$ cat config.mk
export PLATFORM = sky130hd
export DESIGN_NAME = ipd_queue
export DESIGN_NICKNAME = d
export VERILOG_FILES = /design/src/rtl/core/ipd_pkg.sv /design/src/rtl/core/ipd_queue.sv
export VERILOG_INCLUDE_DIRS = /design/src /design/src/rtl/core
export SDC_FILE = /design/constraint.sdc
export NUM_CORES = 1
export LEC_CHECK = 0
export BUFFER_PORTS_ARGS = -buffer_cell sky130_fd_sc_hd__buf_2
export CAP_MARGIN = 30
export CORE_MARGIN = 2
export CORE_UTILIZATION = 45
export CTS_CLUSTER_DIAMETER = 40
export DETAILED_ROUTE_END_ITERATION = 16
export HOLD_SLACK_MARGIN = 0.15
export PLACE_DENSITY = 0.67
export SYNTH_ARGS = -nofsm -noshare
export SYNTH_HDL_FRONTEND = slang
export SYNTH_SLANG_ARGS = --single-unit
$ cat constraint.sdc
create_clock -name clk -period 2 [get_ports clk]
set_input_delay 0.1 -clock clk [delete_from_list [all_inputs] [get_ports clk]]
set_output_delay 0.1 -clock clk [all_outputs]
set_load 0.1 [all_outputs]
$ cat src/rtl/core/interferometric_phase_derotation_core_assert.svh
// Assertion macros used by the derotation core queue RTL.
`ifndef INTERFEROMETRIC_PHASE_DEROTATION_CORE_ASSERT_SVH
`define INTERFEROMETRIC_PHASE_DEROTATION_CORE_ASSERT_SVH

// Same-cycle implication, disabled while reset is asserted.
`define IPD_ASSERT_IMP(lbl, clk, rst_n, ante, cons, msg) \
lbl: assert property (@(posedge clk) disable iff (!rst_n) (ante) |-> (cons)) else $error(msg);

// Next-cycle implication, disabled while reset is asserted.
`define IPD_ASSERT_NEXT(lbl, clk, rst_n, ante, cons, msg) \
lbl: assert property (@(posedge clk) disable iff (!rst_n) (ante) |=> (cons)) else $error(msg);

`endif

$ cat src/rtl/core/ipd_pkg.sv
// ----------------------------------------------------------------------------
// ipd_pkg
// Shared constants, codes and elaboration-time tables of the derotation core.
// ----------------------------------------------------------------------------
package ipd_pkg;

	localparam int SAMPLE_WIDTH = 16;
	localparam int ANGLE_STAGES = 16;
	localparam int MAX_STAGES   = 24;
	localparam int FE_WIDTH     = 16;
	localparam int PHASE_WIDTH  = 32;
	localparam int QUEUE_DEPTH  = 4;

	// Register indexes of the configuration port
	localparam logic CFG_PHASE_FORMAT = 1'b0;
	localparam logic CFG_CONJUGATE    = 1'b1;

	// Phase format codes
	typedef enum logic [1:0] {
		FMT_COMPLEX = 2'd0,
		FMT_DEGREES = 2'd1,
		FMT_RADIANS = 2'd2,
		FMT_UNUSED  = 2'd3
	} phase_format_t;

	// round(2^32 / pi)
	localparam logic [30:0] INV_PI_Q32 = 31'd1367130551;
	// ceil(2^39 / 45), exact floor division by 45 for 33-bit operands
	localparam logic [33:0] DEG_RECIP = 34'd12216795865;
	// Offset that makes the degree phase non-negative: 45 * 47721859
	localparam logic [32:0] DEG_OFFSET = 33'd2147483655;
	localparam logic [27:0] DEG_QOFF   = 28'd47721859;

	typedef logic [44:0][11:0] deg_tab_t;

	// Fraction of a degree step: floor((r * 4096 + 22) / 45), by the reciprocal
	function automatic deg_tab_t deg_frac_table();
		deg_tab_t t;
		for (int i = 0; i < 45; i++) begin
			t[i] = 12'(((64'(i) * 64'd4096 + 64'd22) * 64'(DEG_RECIP)) >> 39);
		end
		return t;
	endfunction

	// Arctangent of 2^-i in turn units (2^32 per turn)
	function automatic logic [31:0] atan_tab(int i);
		logic [31:0] v;
		v = 32'h0;
		unique case (i)
			0:  v = 32'h20000000;
			1:  v = 32'h12E4051E;
			2:  v = 32'h09FB385B;
			3:  v = 32'h051111D4;
			4:  v = 32'h028B0D43;
			5:  v = 32'h0145D7E1;
			6:  v = 32'h00A2F61E;
			7:  v = 32'h00517C55;
			8:  v = 32'h0028BE53;
			9:  v = 32'h00145F2F;
			10: v = 32'h000A2F98;
			11: v = 32'h000517CC;
			12: v = 32'h00028BE6;
			13: v = 32'h000145F3;
			14: v = 32'h0000A2FA;
			15: v = 32'h0000517D;
			16: v = 32'h000028BE;
			17: v = 32'h0000145F;
			18: v = 32'h00000A30;
			19: v = 32'h00000518;
			20: v = 32'h0000028C;
			21: v = 32'h00000146;
			22: v = 32'h000000A3;
			23: v = 32'h00000051;
			default: v = 32'h0;
		endcase
		return v;
	endfunction

	// Q30 inverse CORDIC gain for n stages, evaluated at elaboration
	function automatic logic [63:0] inv_gain(int n);
		logic [63:0] g;
		logic [63:0] v;
		logic [63:0] r;
		logic [63:0] b;
		logic [63:0] nu;
		logic [63:0] quo;
		logic [63:0] rm;
		g = 64'd1 << 30;
		for (int i = 0; i < n; i++) begin
			g = g + (g >> (2 * i));
		end
		v = g << 30;
		r = 64'd0;
		b = 64'd1 << 62;
		for (int j = 0; j < 32; j++) begin
			if (b > v) begin
				b = b >> 2;
			end
		end
		for (int j = 0; j < 32; j++) begin
			if (b != 64'd0) begin
				if (v >= r + b) begin
					v = v - (r + b);
					r = (r >> 1) + b;
				end else begin
					r = r >> 1;
				end
				b = b >> 2;
			end
		end
		// long division of 2^60 + r/2 by r, one quotient bit per step
		nu  = (64'd1 << 60) + (r >> 1);
		quo = 64'd0;
		rm  = 64'd0;
		for (int j = 63; j >= 0; j--) begin
			rm = {rm[62:0], nu[j]};
			if (rm >= r) begin
				rm     = rm - r;
				quo[j] = 1'b1;
			end
		end
		return quo;
	endfunction

endpackage

$ cat src/rtl/core/ipd_queue.sv
// ----------------------------------------------------------------------------
// ipd_queue
// Short word queue between the angle front end and the rotation back end.
// ----------------------------------------------------------------------------
`include "interferometric_phase_derotation_core_assert.svh"

module ipd_queue #(
	parameter int W     = 32,
	parameter int DEPTH = ipd_pkg::QUEUE_DEPTH
) (
	input  logic         clk,
	input  logic         arst_n,
	input  logic         in_valid,
	output logic         in_ready,
	input  logic [W-1:0] in_data,
	output logic         out_valid,
	input  logic         out_ready,
	output logic [W-1:0] out_data
);

	localparam int AW = $clog2(DEPTH);
	localparam int CW = $clog2(DEPTH + 1);

	logic [W-1:0]  mem_q [DEPTH];
	logic [AW-1:0] wr_q, rd_q;
	logic [CW-1:0] cnt_q;
	logic          push, pop;

	assign in_ready  = (cnt_q != CW'(DEPTH));
	assign out_valid = (cnt_q != '0);
	assign push      = in_valid && in_ready;
	assign pop       = out_valid && out_ready;
	assign out_data  = mem_q[rd_q];

	// storage
	always_ff @(posedge clk) begin
		if (push) begin
			mem_q[wr_q] <= in_data;
		end
	end

	// pointers and fill level
	always_ff @(posedge clk or negedge arst_n) begin
		if (!arst_n) begin
			wr_q  <= '0;
			rd_q  <= '0;
			cnt_q <= '0;
		end else begin
			if (push) begin
				wr_q <= (wr_q == AW'(DEPTH - 1)) ? '0 : wr_q + AW'(1);
			end
			if (pop) begin
				rd_q <= (rd_q == AW'(DEPTH - 1)) ? '0 : rd_q + AW'(1);
			end
			if (push && !pop) begin
				cnt_q <= cnt_q + CW'(1);
			end else if (pop && !push) begin
				cnt_q <= cnt_q - CW'(1);
			end
		end
	end

	`IPD_ASSERT_IMP(a_cnt_bound, clk, arst_n, 1'b1, cnt_q <= CW'(DEPTH), "queue level overflow")
	`IPD_ASSERT_NEXT(a_cnt_up, clk, arst_n, push && !pop, cnt_q == $past(cnt_q) + CW'(1), "level not up")
	`IPD_ASSERT_NEXT(a_cnt_dn, clk, arst_n, pop && !push, cnt_q == $past(cnt_q) - CW'(1), "level not down")

endmodule

Word level (Yosys, flattened, before mapping)
Memory sizes are Yosys's and may differ from the RTL's.
Index checks and enable logic that the tools add are counted.

storage, ports and cells
  bits in registers = 7
  bits in writable memories = 128
  output and inout bits = 34
  word-level logic and storage cells = 25
  memories = 1

operators by class
  $add $sub $neg = 4
  equal/unequal tests = 3
  muxes and demuxes = 6
  reduce and logical (&&, ||, !) cells = 8

memories
  memory  words  bits a word  read ports  clocked after memory_dff  wr ports  RTL line         text
  mem_q   4      32           1           0                         1         ipd_queue.sv:24  logic [W-1:0] mem_q [DEPTH];

operators by type and width
  operator                                          count
  two-way mux 3 bit                                 2
  adder 2 x 1 -> 2 bit, second input constant       2
  == test 2 bit, second input constant              2
  logical AND 1 bit                                 4
  two-way mux 2 bit                                 2
  adder 3 x 1 -> 3 bit, second input constant       1
  != test 3 bit, second input constant              1
  nonzero test 3 bit                                1
  subtractor 3 x 1 -> 3 bit, second input constant  1
  zero test 1 bit                                   2
  two-way mux 1 bit                                 2
  nonzero test 2 bit                                1

Logic depth before layout (Yosys ltp)
Gate-level depths: netlist of the first run.

  word-level depth = 6
  depth in mapped cells = 8
  gate-level depth less buffers = 8

Worst setup path after synthesis of the first run
No wires, ideal clock.

  path kind = register -> register
  start point = register cnt_q[1]
  end point = register cnt_q[2]
  library setup time = 0.079 ns
  data arrival time = 2.079 ns
  required time = 1.921 ns
  setup slack = -0.159 ns
  cell stages (with the launch flop) = 9
  buffers on the path = 0
  period minus slack after synthesis = 2.159 ns
  cell sequence = dfrtp_1 > or3_4 > nand2_2 > ha_1 > inv_1 > fa_1 > xor2_1 > nor2_1 > xor2_1

on the way
  cells in the longest elaborated chain, start to end = 5
  elaborated cells on any way between the ends = 13

ends and longest elaborated chain
  item                                                            RTL line         text
  start: declaration                                              ipd_queue.sv:26  logic [CW-1:0] cnt_q;
  start signal: assignment                                        ipd_queue.sv:56  cnt_q <= cnt_q + CW'(1);
  start signal: assignment                                        ipd_queue.sv:58  cnt_q <= cnt_q - CW'(1);
  nonzero test 3 bit *                                            ipd_queue.sv:30  assign out_valid = (cnt_q != '0);
  net out_valid                                                   ipd_queue.sv:16  output logic out_valid,
  logical AND 1 bit *                                             ipd_queue.sv:32  assign pop = out_valid && out_ready;
  zero test 1 bit                                                 ipd_queue.sv:55  if (push && !pop) begin
  logical AND 1 bit                                               ipd_queue.sv:55
  two-way mux 3 bit / nonzero test 2 bit (equally long branches)  n/a

Mark *: on every way through the listed nets, which the timed path passes. The rest lies on a longest branch. The select of a mux whose other input is x is not followed.
A chain may end at the register's enable or synchronous reset.

Worst setup path in the final report of the first run
  start point = register rd_q[0]
  end point = output port out_data[13]

on the way
  cells in the longest elaborated chain, start to end = 1

ends and longest elaborated chain
  item                      RTL line         text
  start: declaration        ipd_queue.sv:25  logic [AW-1:0] wr_q, rd_q;
  start signal: assignment  ipd_queue.sv:53  rd_q <= (rd_q == AW'(DEPTH - 1)) ? '0 : rd_q + AW'(1);
  memory (4 x 32 bit)       n/a
  end: declaration          ipd_queue.sv:18  output logic [W-1:0] out_data

Every way passes these cells.

==> metrics.md, run 1 <==
| Metric | Value |
|---|---|
| Worst Path Required | `around 1.9 ns` |
| Avg WL per Cell | `18.27 um` |
| DRC | `0` |
| Delay of the slowest critical-path stage | `around 0.56 ns` |
| Synth cell count leaders | `128 x edfxtp_1, 28 x mux4_2, 7 x dfrtp_1` |
| Vias | `approximately 2.5k` |
| Critical path type | `register to primary output` |
| Arrival time at the worst endpoint | `between 1.5 and 2 ns` |
| First-pass GRT wire length | `14660 um` |
| DP HPWL | `between 5000 and 6000 um` |
| Syn-to-layout area delta | `37.37%` |
| Row Count | `38` |
| CTS HTree Levels | `4` |
| Fin crit period | `roughly 1.9 ns` |
| Top cells by area, synth | `edfxtp_1 75%, mux4_2 12%, dfrtp_1 3.4%` |
| YS warnings | `0` |
| Total grt overflow | `0` |
| CTS Root Cell | `clkbuf_16` |
| DIE WIDTH | `about 110 um` |
| Longest Clk Path Bufs | `2` |
| IO buf count | `between 60 and 70` |
| Initial antenna violation count | `0` |
| Number of global-route vias before repair | `around 2.7k` |
| Relative slew slack | `roughly two thirds` |
| Antenna Nets Post-Route | `0` |
| Crit-path cells | `buf_6 -> mux4_1 -> buf_6` |
| Ys async rst share | `under 10%` |
| FMAX | `roughly 500 MHz` |
| Distinct cell type count of the synthesized netlist | `20` |
| Synthesized area | `about 0.0051 mm2` |
| Worst clock skew | `between 0.01 and 0.015 ns` |
| TritonRoute pass-1 iters | `4` |
| Final Routed Wirelength | `around 9000 um` |
| Clk_lat worst skew | `~0.40 ns` |
| Setup crit start kind | `register` |
| Post-synth EDFFs | `~130` |
| RSZ-0062 raised after global routing | `yes` |
| Crit-path max FO | `7` |
| FILL cells | `approximately 760` |
| Die Area | `approximately 0.012 mm2` |
| Top Ports | `70` |
| Status | `finished clean` |
| Max-slew violations | `0` |
| Vias/cell | `about 5` |
| Top cell type's share of synthesized area | `between 70 and 80%` |
| Starting density of the core | `46.69%` |
| Share of layout cells above drive strength 1 | `a little under half` |
| Chip height | `approximately 110 um` |
| Least-Margin Pin Slew | `roughly 0.49 ns` |
| Aggregate global-route resource usage | `16.02%` |
| Final period utilization | `97.23%` |
| Cell with the most instances after synthesis | `edfxtp_1` |
| FF+latch count, synth | `~140` |
| CP Capture Type | `primary output` |
| Ant diodes | `0` |
| Sequential-to-total area share from yosys stat | `about four fifths` |
| Final hold vios | `0` |
| Routability cong. | `around 0.7` |
| Clock Sink Count | `roughly 140` |
| Prevailing post-synth register cell | `edfxtp_1` |
| Core area | `0.01094 mm2` |
| TNS Setup | `0 ns` |
| Layout net count | `384` |
| Clk pin slew, worst setup/hold paths | `~0.050 ns` |
| Synthesized Nets | `248` |
| Largest net degree at the start of global routing | `26` |
| TritonCTS clock tree | `built` |
| Max Cap Violations | `0` |
| Num CTS Buffers | `17` |
| Worst min-delay path class | `primary input to register` |
| Crit path max-delay cell type | `mux4_1` |
| Detailed Route Iter0 Violations | `around 170` |
| Final setup fails | `0` |
| CP dominant cell by count | `buf_6` |
| Area leader, netlist | `edfxtp_1` |
| Avg Inst Size Synth | `between 20 and 25 um2` |
| Cell count after synthesis | `205` |
-- worst max-delay path: cells and delay by family (launching register included) --
kind	cells	cell delay (ns)
flops	1	0.50
mux	1	0.56
buf+inv	2	0.38
-- flip-flops by register name (all words and copies together), names as in the netlist --
signal and flops:
rd_q 2, cnt_q 3, mem_q 128, wr_q 2
-- cell families (layout without fill, tap and decap cells) --
logic type	count (synthesis)	after routing	share of synthesized area, %
flops	135	135	78.71
fa+ha+maj	7	7	1.862
compound gates	1	1	0.2205
buf+inv	11	160	1.985
mux	37	37	15.51
simple gates	11	11	1.201
xor+xnor	3	3	0.5147
-- final timing paths --
kind / endpoint / depth (start not counted) / slack [ns] / start
max in group asynchronous: rd_q[1] / 3 / 1.06 / arst_n
max: out_data[13] / 3 / 0.06 / rd_q[0]
max reg2reg: cnt_q[2] / 8 / 0.13 / cnt_q[2]
min in group asynchronous: wr_q[1] / 3 / 0.65 / arst_n
min reg2reg: cnt_q[2] / 2 / 0.57 / cnt_q[2]
min: cnt_q[0] / 4 / 0.27 / in_valid
-- area by class of cell --
cell class / count / area [um2] / area share [%]
Clock inverter: 13 / 171.4 / 2.444
Clock buffer: 19 / 432.9 / 6.172
Inverter: 3 / 11.26 / 0.1605
Sequential cell: 135 / 4026 / 57.40
Multi-Input combinational cell: 59 / 1003 / 14.31
Timing Repair Buffer: 125 / 1194 / 17.02
Tap cell: 140 / 175.2 / 2.497
-- layout by cell type, fill, tap and decap left out, types with 2 or more instances in the layout --
cell type	count
and2_2	4
buf_12	16
buf_2	37
buf_4	23
buf_6	12
buf_8	2
bufinv_16	3
clkbuf_1	2
clkbuf_16	17
clkinv_4	2
clkinvlp_4	5
dfrtp_1	5
dfrtp_4	2
dlygate4sd3_1	35
edfxtp_1	128
ha_1	5
inv_1	2
inv_6	3
mux2_2	5
mux4_1	2
mux4_2	30
nor2_1	4
xor2_1	2
-- through the flow --
stage               hold slack (ns)  std cells  cell area (um2)  setup WS (ns)  util, %
floorplan                   -0.1956        205             5126       -0.06492        -
global placement           -0.05958        424             5929         0.1588    54.22
detailed placement         -0.05625        424             5929         0.1240    54.22
CTS                          0.2535        494             6983       -0.02438    63.86
global route                 0.2986        494             7014       -0.01330    64.14
finish                       0.2659        494             7014        0.05536    64.14
-- metal layers --
layer | routed length, um | vias up | track usage (%) | part of all wire [%]
met2 | 4502 | 71 | 24.95 | 50
met3 | 448 | 5 | 5.598 | 5.0
li1 | - | 1134 | - | -
met4 | 58 | 0 | 5.500 | 0.64
met1 | 4014 | 1265 | 21.22 | 44
met5 | 0 | - | 0 | 0
-- timing repair --
item | CTS | global route
gates resized for setup | 27 | 15
hold endpoints to repair | 138 | 0
setup endpoints to repair | 32 | 18
pin swaps | 0 | 1
cloned | 0 | 0
buffers inserted | 3 | 0
hold buffers | 35 | 0
Power of run 1 is left out: the tool's default activity adds up to more than one toggle a clock period on the data nets, which glitch-free logic cannot reach.
==> run 2: changes to the inputs <==
==> constraint.sdc (replaced) <==
create_clock -name clk -period 2 [get_ports clk]
set_input_delay 0.1 -clock clk [delete_from_list [all_inputs] [get_ports clk]]
set_output_delay 0.1 -clock clk [all_outputs]
set_load 0.005 [all_outputs]
==> run 2 against run 1 <==
Compared with the run above: die area is the same; setup slack lost 0.0049 ns; clock skew grew 0.00078 ns; core utilization shrank 3.5 points; cell count shrank 2.2%; final area shrank 5.5%.
==> metrics.md, run 2 (same netlist as run 1, synthesis figures left out) <==
| Metric | Value |
|---|---|
| Worst min-delay path class | `primary input to register` |
| Largest regs | `mem_q: 128 flops, cnt_q: 3 flops` |
| Antenna Nets Post-Route | `0 (unchanged)` |
| Total grt overflow | `0 (unchanged)` |
| Non-Filler Instances | `483 (-2.2%)` |
| CTS Root Cell | `clkbuf_16` |
| Routability cong. | `0.6897 (-0.88%)` |
| Starting density of the core | `46.69% (unchanged)` |
| Comb power frac | `between 20% and 30%` |
| Largest net degree at the start of global routing | `33 (+27%)` |
| Clk pin slew, worst setup/hold paths | `0.06 ns (about the same)` |
| Setup slack, reg-to-reg | `0.05 ns (-0.08 ns)` |
| Aggregate global-route resource usage | `14.84% (-1.2 points)` |
| Worst clock skew | `0.01206 ns (+0.0007813 ns)` |
| Clk_lat worst skew | `0.41 ns (about the same)` |
| Final Routed Wirelength | `8801 um (-2.5%)` |
| Chip height | `110.5 um (unchanged)` |
| Status | `finished clean` |
| Critical path type | `register to register` |
| Number of global-route vias before repair | `2610 (-4.9%)` |
| Sw frac | `a little over a quarter` |
| Crit-path max FO | `4 (-3)` |
| Max Cap Violations | `0 (unchanged)` |
| Num CTS Buffers | `17 (unchanged)` |
| Layout net count | `373 (-2.9%)` |
| Relative slew slack | `41.73% (-26 points)` |
| Final setup fails | `0 (unchanged)` |
| Most frequent cells in the layout | `128 x edfxtp_1, 69 x buf_2, 35 x dlygate4sd3_1, 28 x mux4_2, 18 x clkbuf_16` |
| Hold depth | `4 (unchanged)` |
| CP Capture Type | `register` |
| Hold Crit Start | `in_valid` |
| Reg power frac | `between 40% and 50%` |
| Die Area | `0.01221 mm2 (unchanged)` |
| RSZ-0062 raised after global routing | `yes` |
| Vias/cell | `5.075 (+1.3%)` |
| Vias | `2451 (-0.97%)` |
| P per Cell Area | `about 1500 mW/mm2` |
| Worst R2R End | `cnt_q[2]` |
| Row Count | `38 (unchanged)` |
| Initial antenna violation count | `0 (unchanged)` |
| Total net switching power | `between 2 and 3 mW` |
| Max-slew violations | `0 (unchanged)` |
| Share of layout cells above drive strength 1 | `44.31% (-2.9 points)` |
| Worst Hold End | `wr_q[0]` |
| Ant diodes | `0 (unchanged)` |
| VDD IR-drop max | `~0.00071 V` |
| Least-Margin Pin Slew | `0.8741 ns (+0.3822 ns)` |
| TritonCTS clock tree | `built` |
| Avg WL per Cell | `18.22 um (-0.24%)` |
| TNS Setup | `0 ns (unchanged)` |
| Largest register by flop count | `mem_q` |
| Setup crit start kind | `register` |
| Worst Path Required | `2.34 ns (+0.44 ns)` |
| Fin crit period | `1.950 ns (+0.004893 ns)` |
| Arrival time at the worst endpoint | `2.29 ns (+0.45 ns)` |
| Internal power | `~7 mW` |
| First-pass GRT wire length | `13670 um (-6.7%)` |
| Longest Clk Path Bufs | `2 (unchanged)` |
| Max FFs per register | `128 (unchanged)` |
| Post-CTS Setup Repair Bufs | `0 (-3)` |
| Detailed Route Iter0 Violations | `90 (-46%)` |
| Reg2Reg Depth | `8 (unchanged)` |
| Final hold vios | `0 (unchanged)` |
| IO buf count | `69 (unchanged)` |
| Clock power share | `31.2%` |
| Core area | `0.01094 mm2 (unchanged)` |
| CTS HTree Levels | `4 (unchanged)` |
| DP HPWL | `5178 um (-6.8%)` |
| Syn-to-layout area delta | `29.80%` |
| Pleak | `2.365 nW` |
| DIE WIDTH | `110.5 um (unchanged)` |
| Reg2Reg Launch Point | `cnt_q[2]` |
| Top Ports | `70 (unchanged)` |
| Commonest non-fill, non-tap cell in the layout | `edfxtp_1` |
| TritonRoute pass-1 iters | `4 (unchanged)` |
| DRC | `0 (unchanged)` |
| Placed Cells incl. Taps | `415 (-2.1%)` |
| Final period utilization | `97.48% (+0.24 points)` |
| FMAX | `512.9 MHz (-0.25%)` |
| Clock Sink Count | `135 (unchanged)` |
## run 2: final cells by class
type / instances / area, um2
well taps: 140 / 175.2
multi-input cells: 59 / 996.0
clock buffers: 17 / 425.4
flip-flops and latches: 135 / 4021
inverters: 3 / 11.26
repair buffers: 114 / 845.8
clock inverters: 15 / 152.6
fillers: 800 / 4308
## run 2: layer usage
| metal | GRT usage [%] | up-vias | wire length, um |
|---|---|---|---|
| met4 | 6.083 | 0 | 127 |
| met3 | 4.665 | 13 | 364 |
| met2 | 23.68 | 63 | 4346 |
| met1 | 19.04 | 1261 | 3963 |
| met5 | 0 | - | 0 |
| li1 | - | 1114 | - |
## run 2: power by group through the flow
stage | combinational [mW] | sequential (mW) | clock [mW]
finish | 2.64 | 3.98 | 3.00
global placement | 2.53 | 4.00 | 0
global route | 2.88 | 4.03 | 3.16
CTS | 2.64 | 3.98 | 3.04
detailed placement | 2.58 | 4.03 | 0
floorplan | 1.71 | 3.94 | 0
## run 2: per-stage QoR
stage | utilization, % | power (mW) | hold WS [ns] | cell area (um2) | setup WS, ns
floorplan | - | 5.650 | -0.1956 | 5106 | 0.04818
global placement | 51.77 | 6.530 | -0.05729 | 5662 | 0.07088
detailed placement | 51.77 | 6.617 | -0.05137 | 5662 | 0.02873
CTS | 60.26 | 9.654 | 0.2921 | 6590 | 0.0004590
global route | 60.61 | 10.08 | 0.3204 | 6628 | -0.08050
finish | 60.61 | 9.614 | 0.2944 | 6628 | 0.05047
## run 2: what timing repair did
| action | CTS | global route |
|---|---|---|
| gates resized for setup | 0 | 4 |
| hold endpoints to repair | 138 | 0 |
| hold buffers | 35 | 0 |
| endpoints found under the setup margin | 0 | 69 |
## run 2: worst max-delay path, stage by stage, from the launching register on
cell	delay, ns
dfrtp_1	0.42
or3_4	0.35
nand2_2	0.08
ha_2	0.19
inv_1	0.06
fa_2	0.33
xor2_1	0.16
nor2_1	0.12
xor2_1	0.16
## run 2: worst max path at each step
stage	start	endpoint	slack, ns
after detailed placement	cnt_q[1]	cnt_q[2]	0.03
after global routing	cnt_q[1]	cnt_q[2]	-0.08
after global placement	cnt_q[1]	cnt_q[2]	0.07
after floorplan	cnt_q[1]	cnt_q[2]	0.05
final	cnt_q[2]	cnt_q[2]	0.05
after CTS	rd_q[0]	out_data[4]	0.0005
Note: power is estimated with default switching activity, not from simulation.
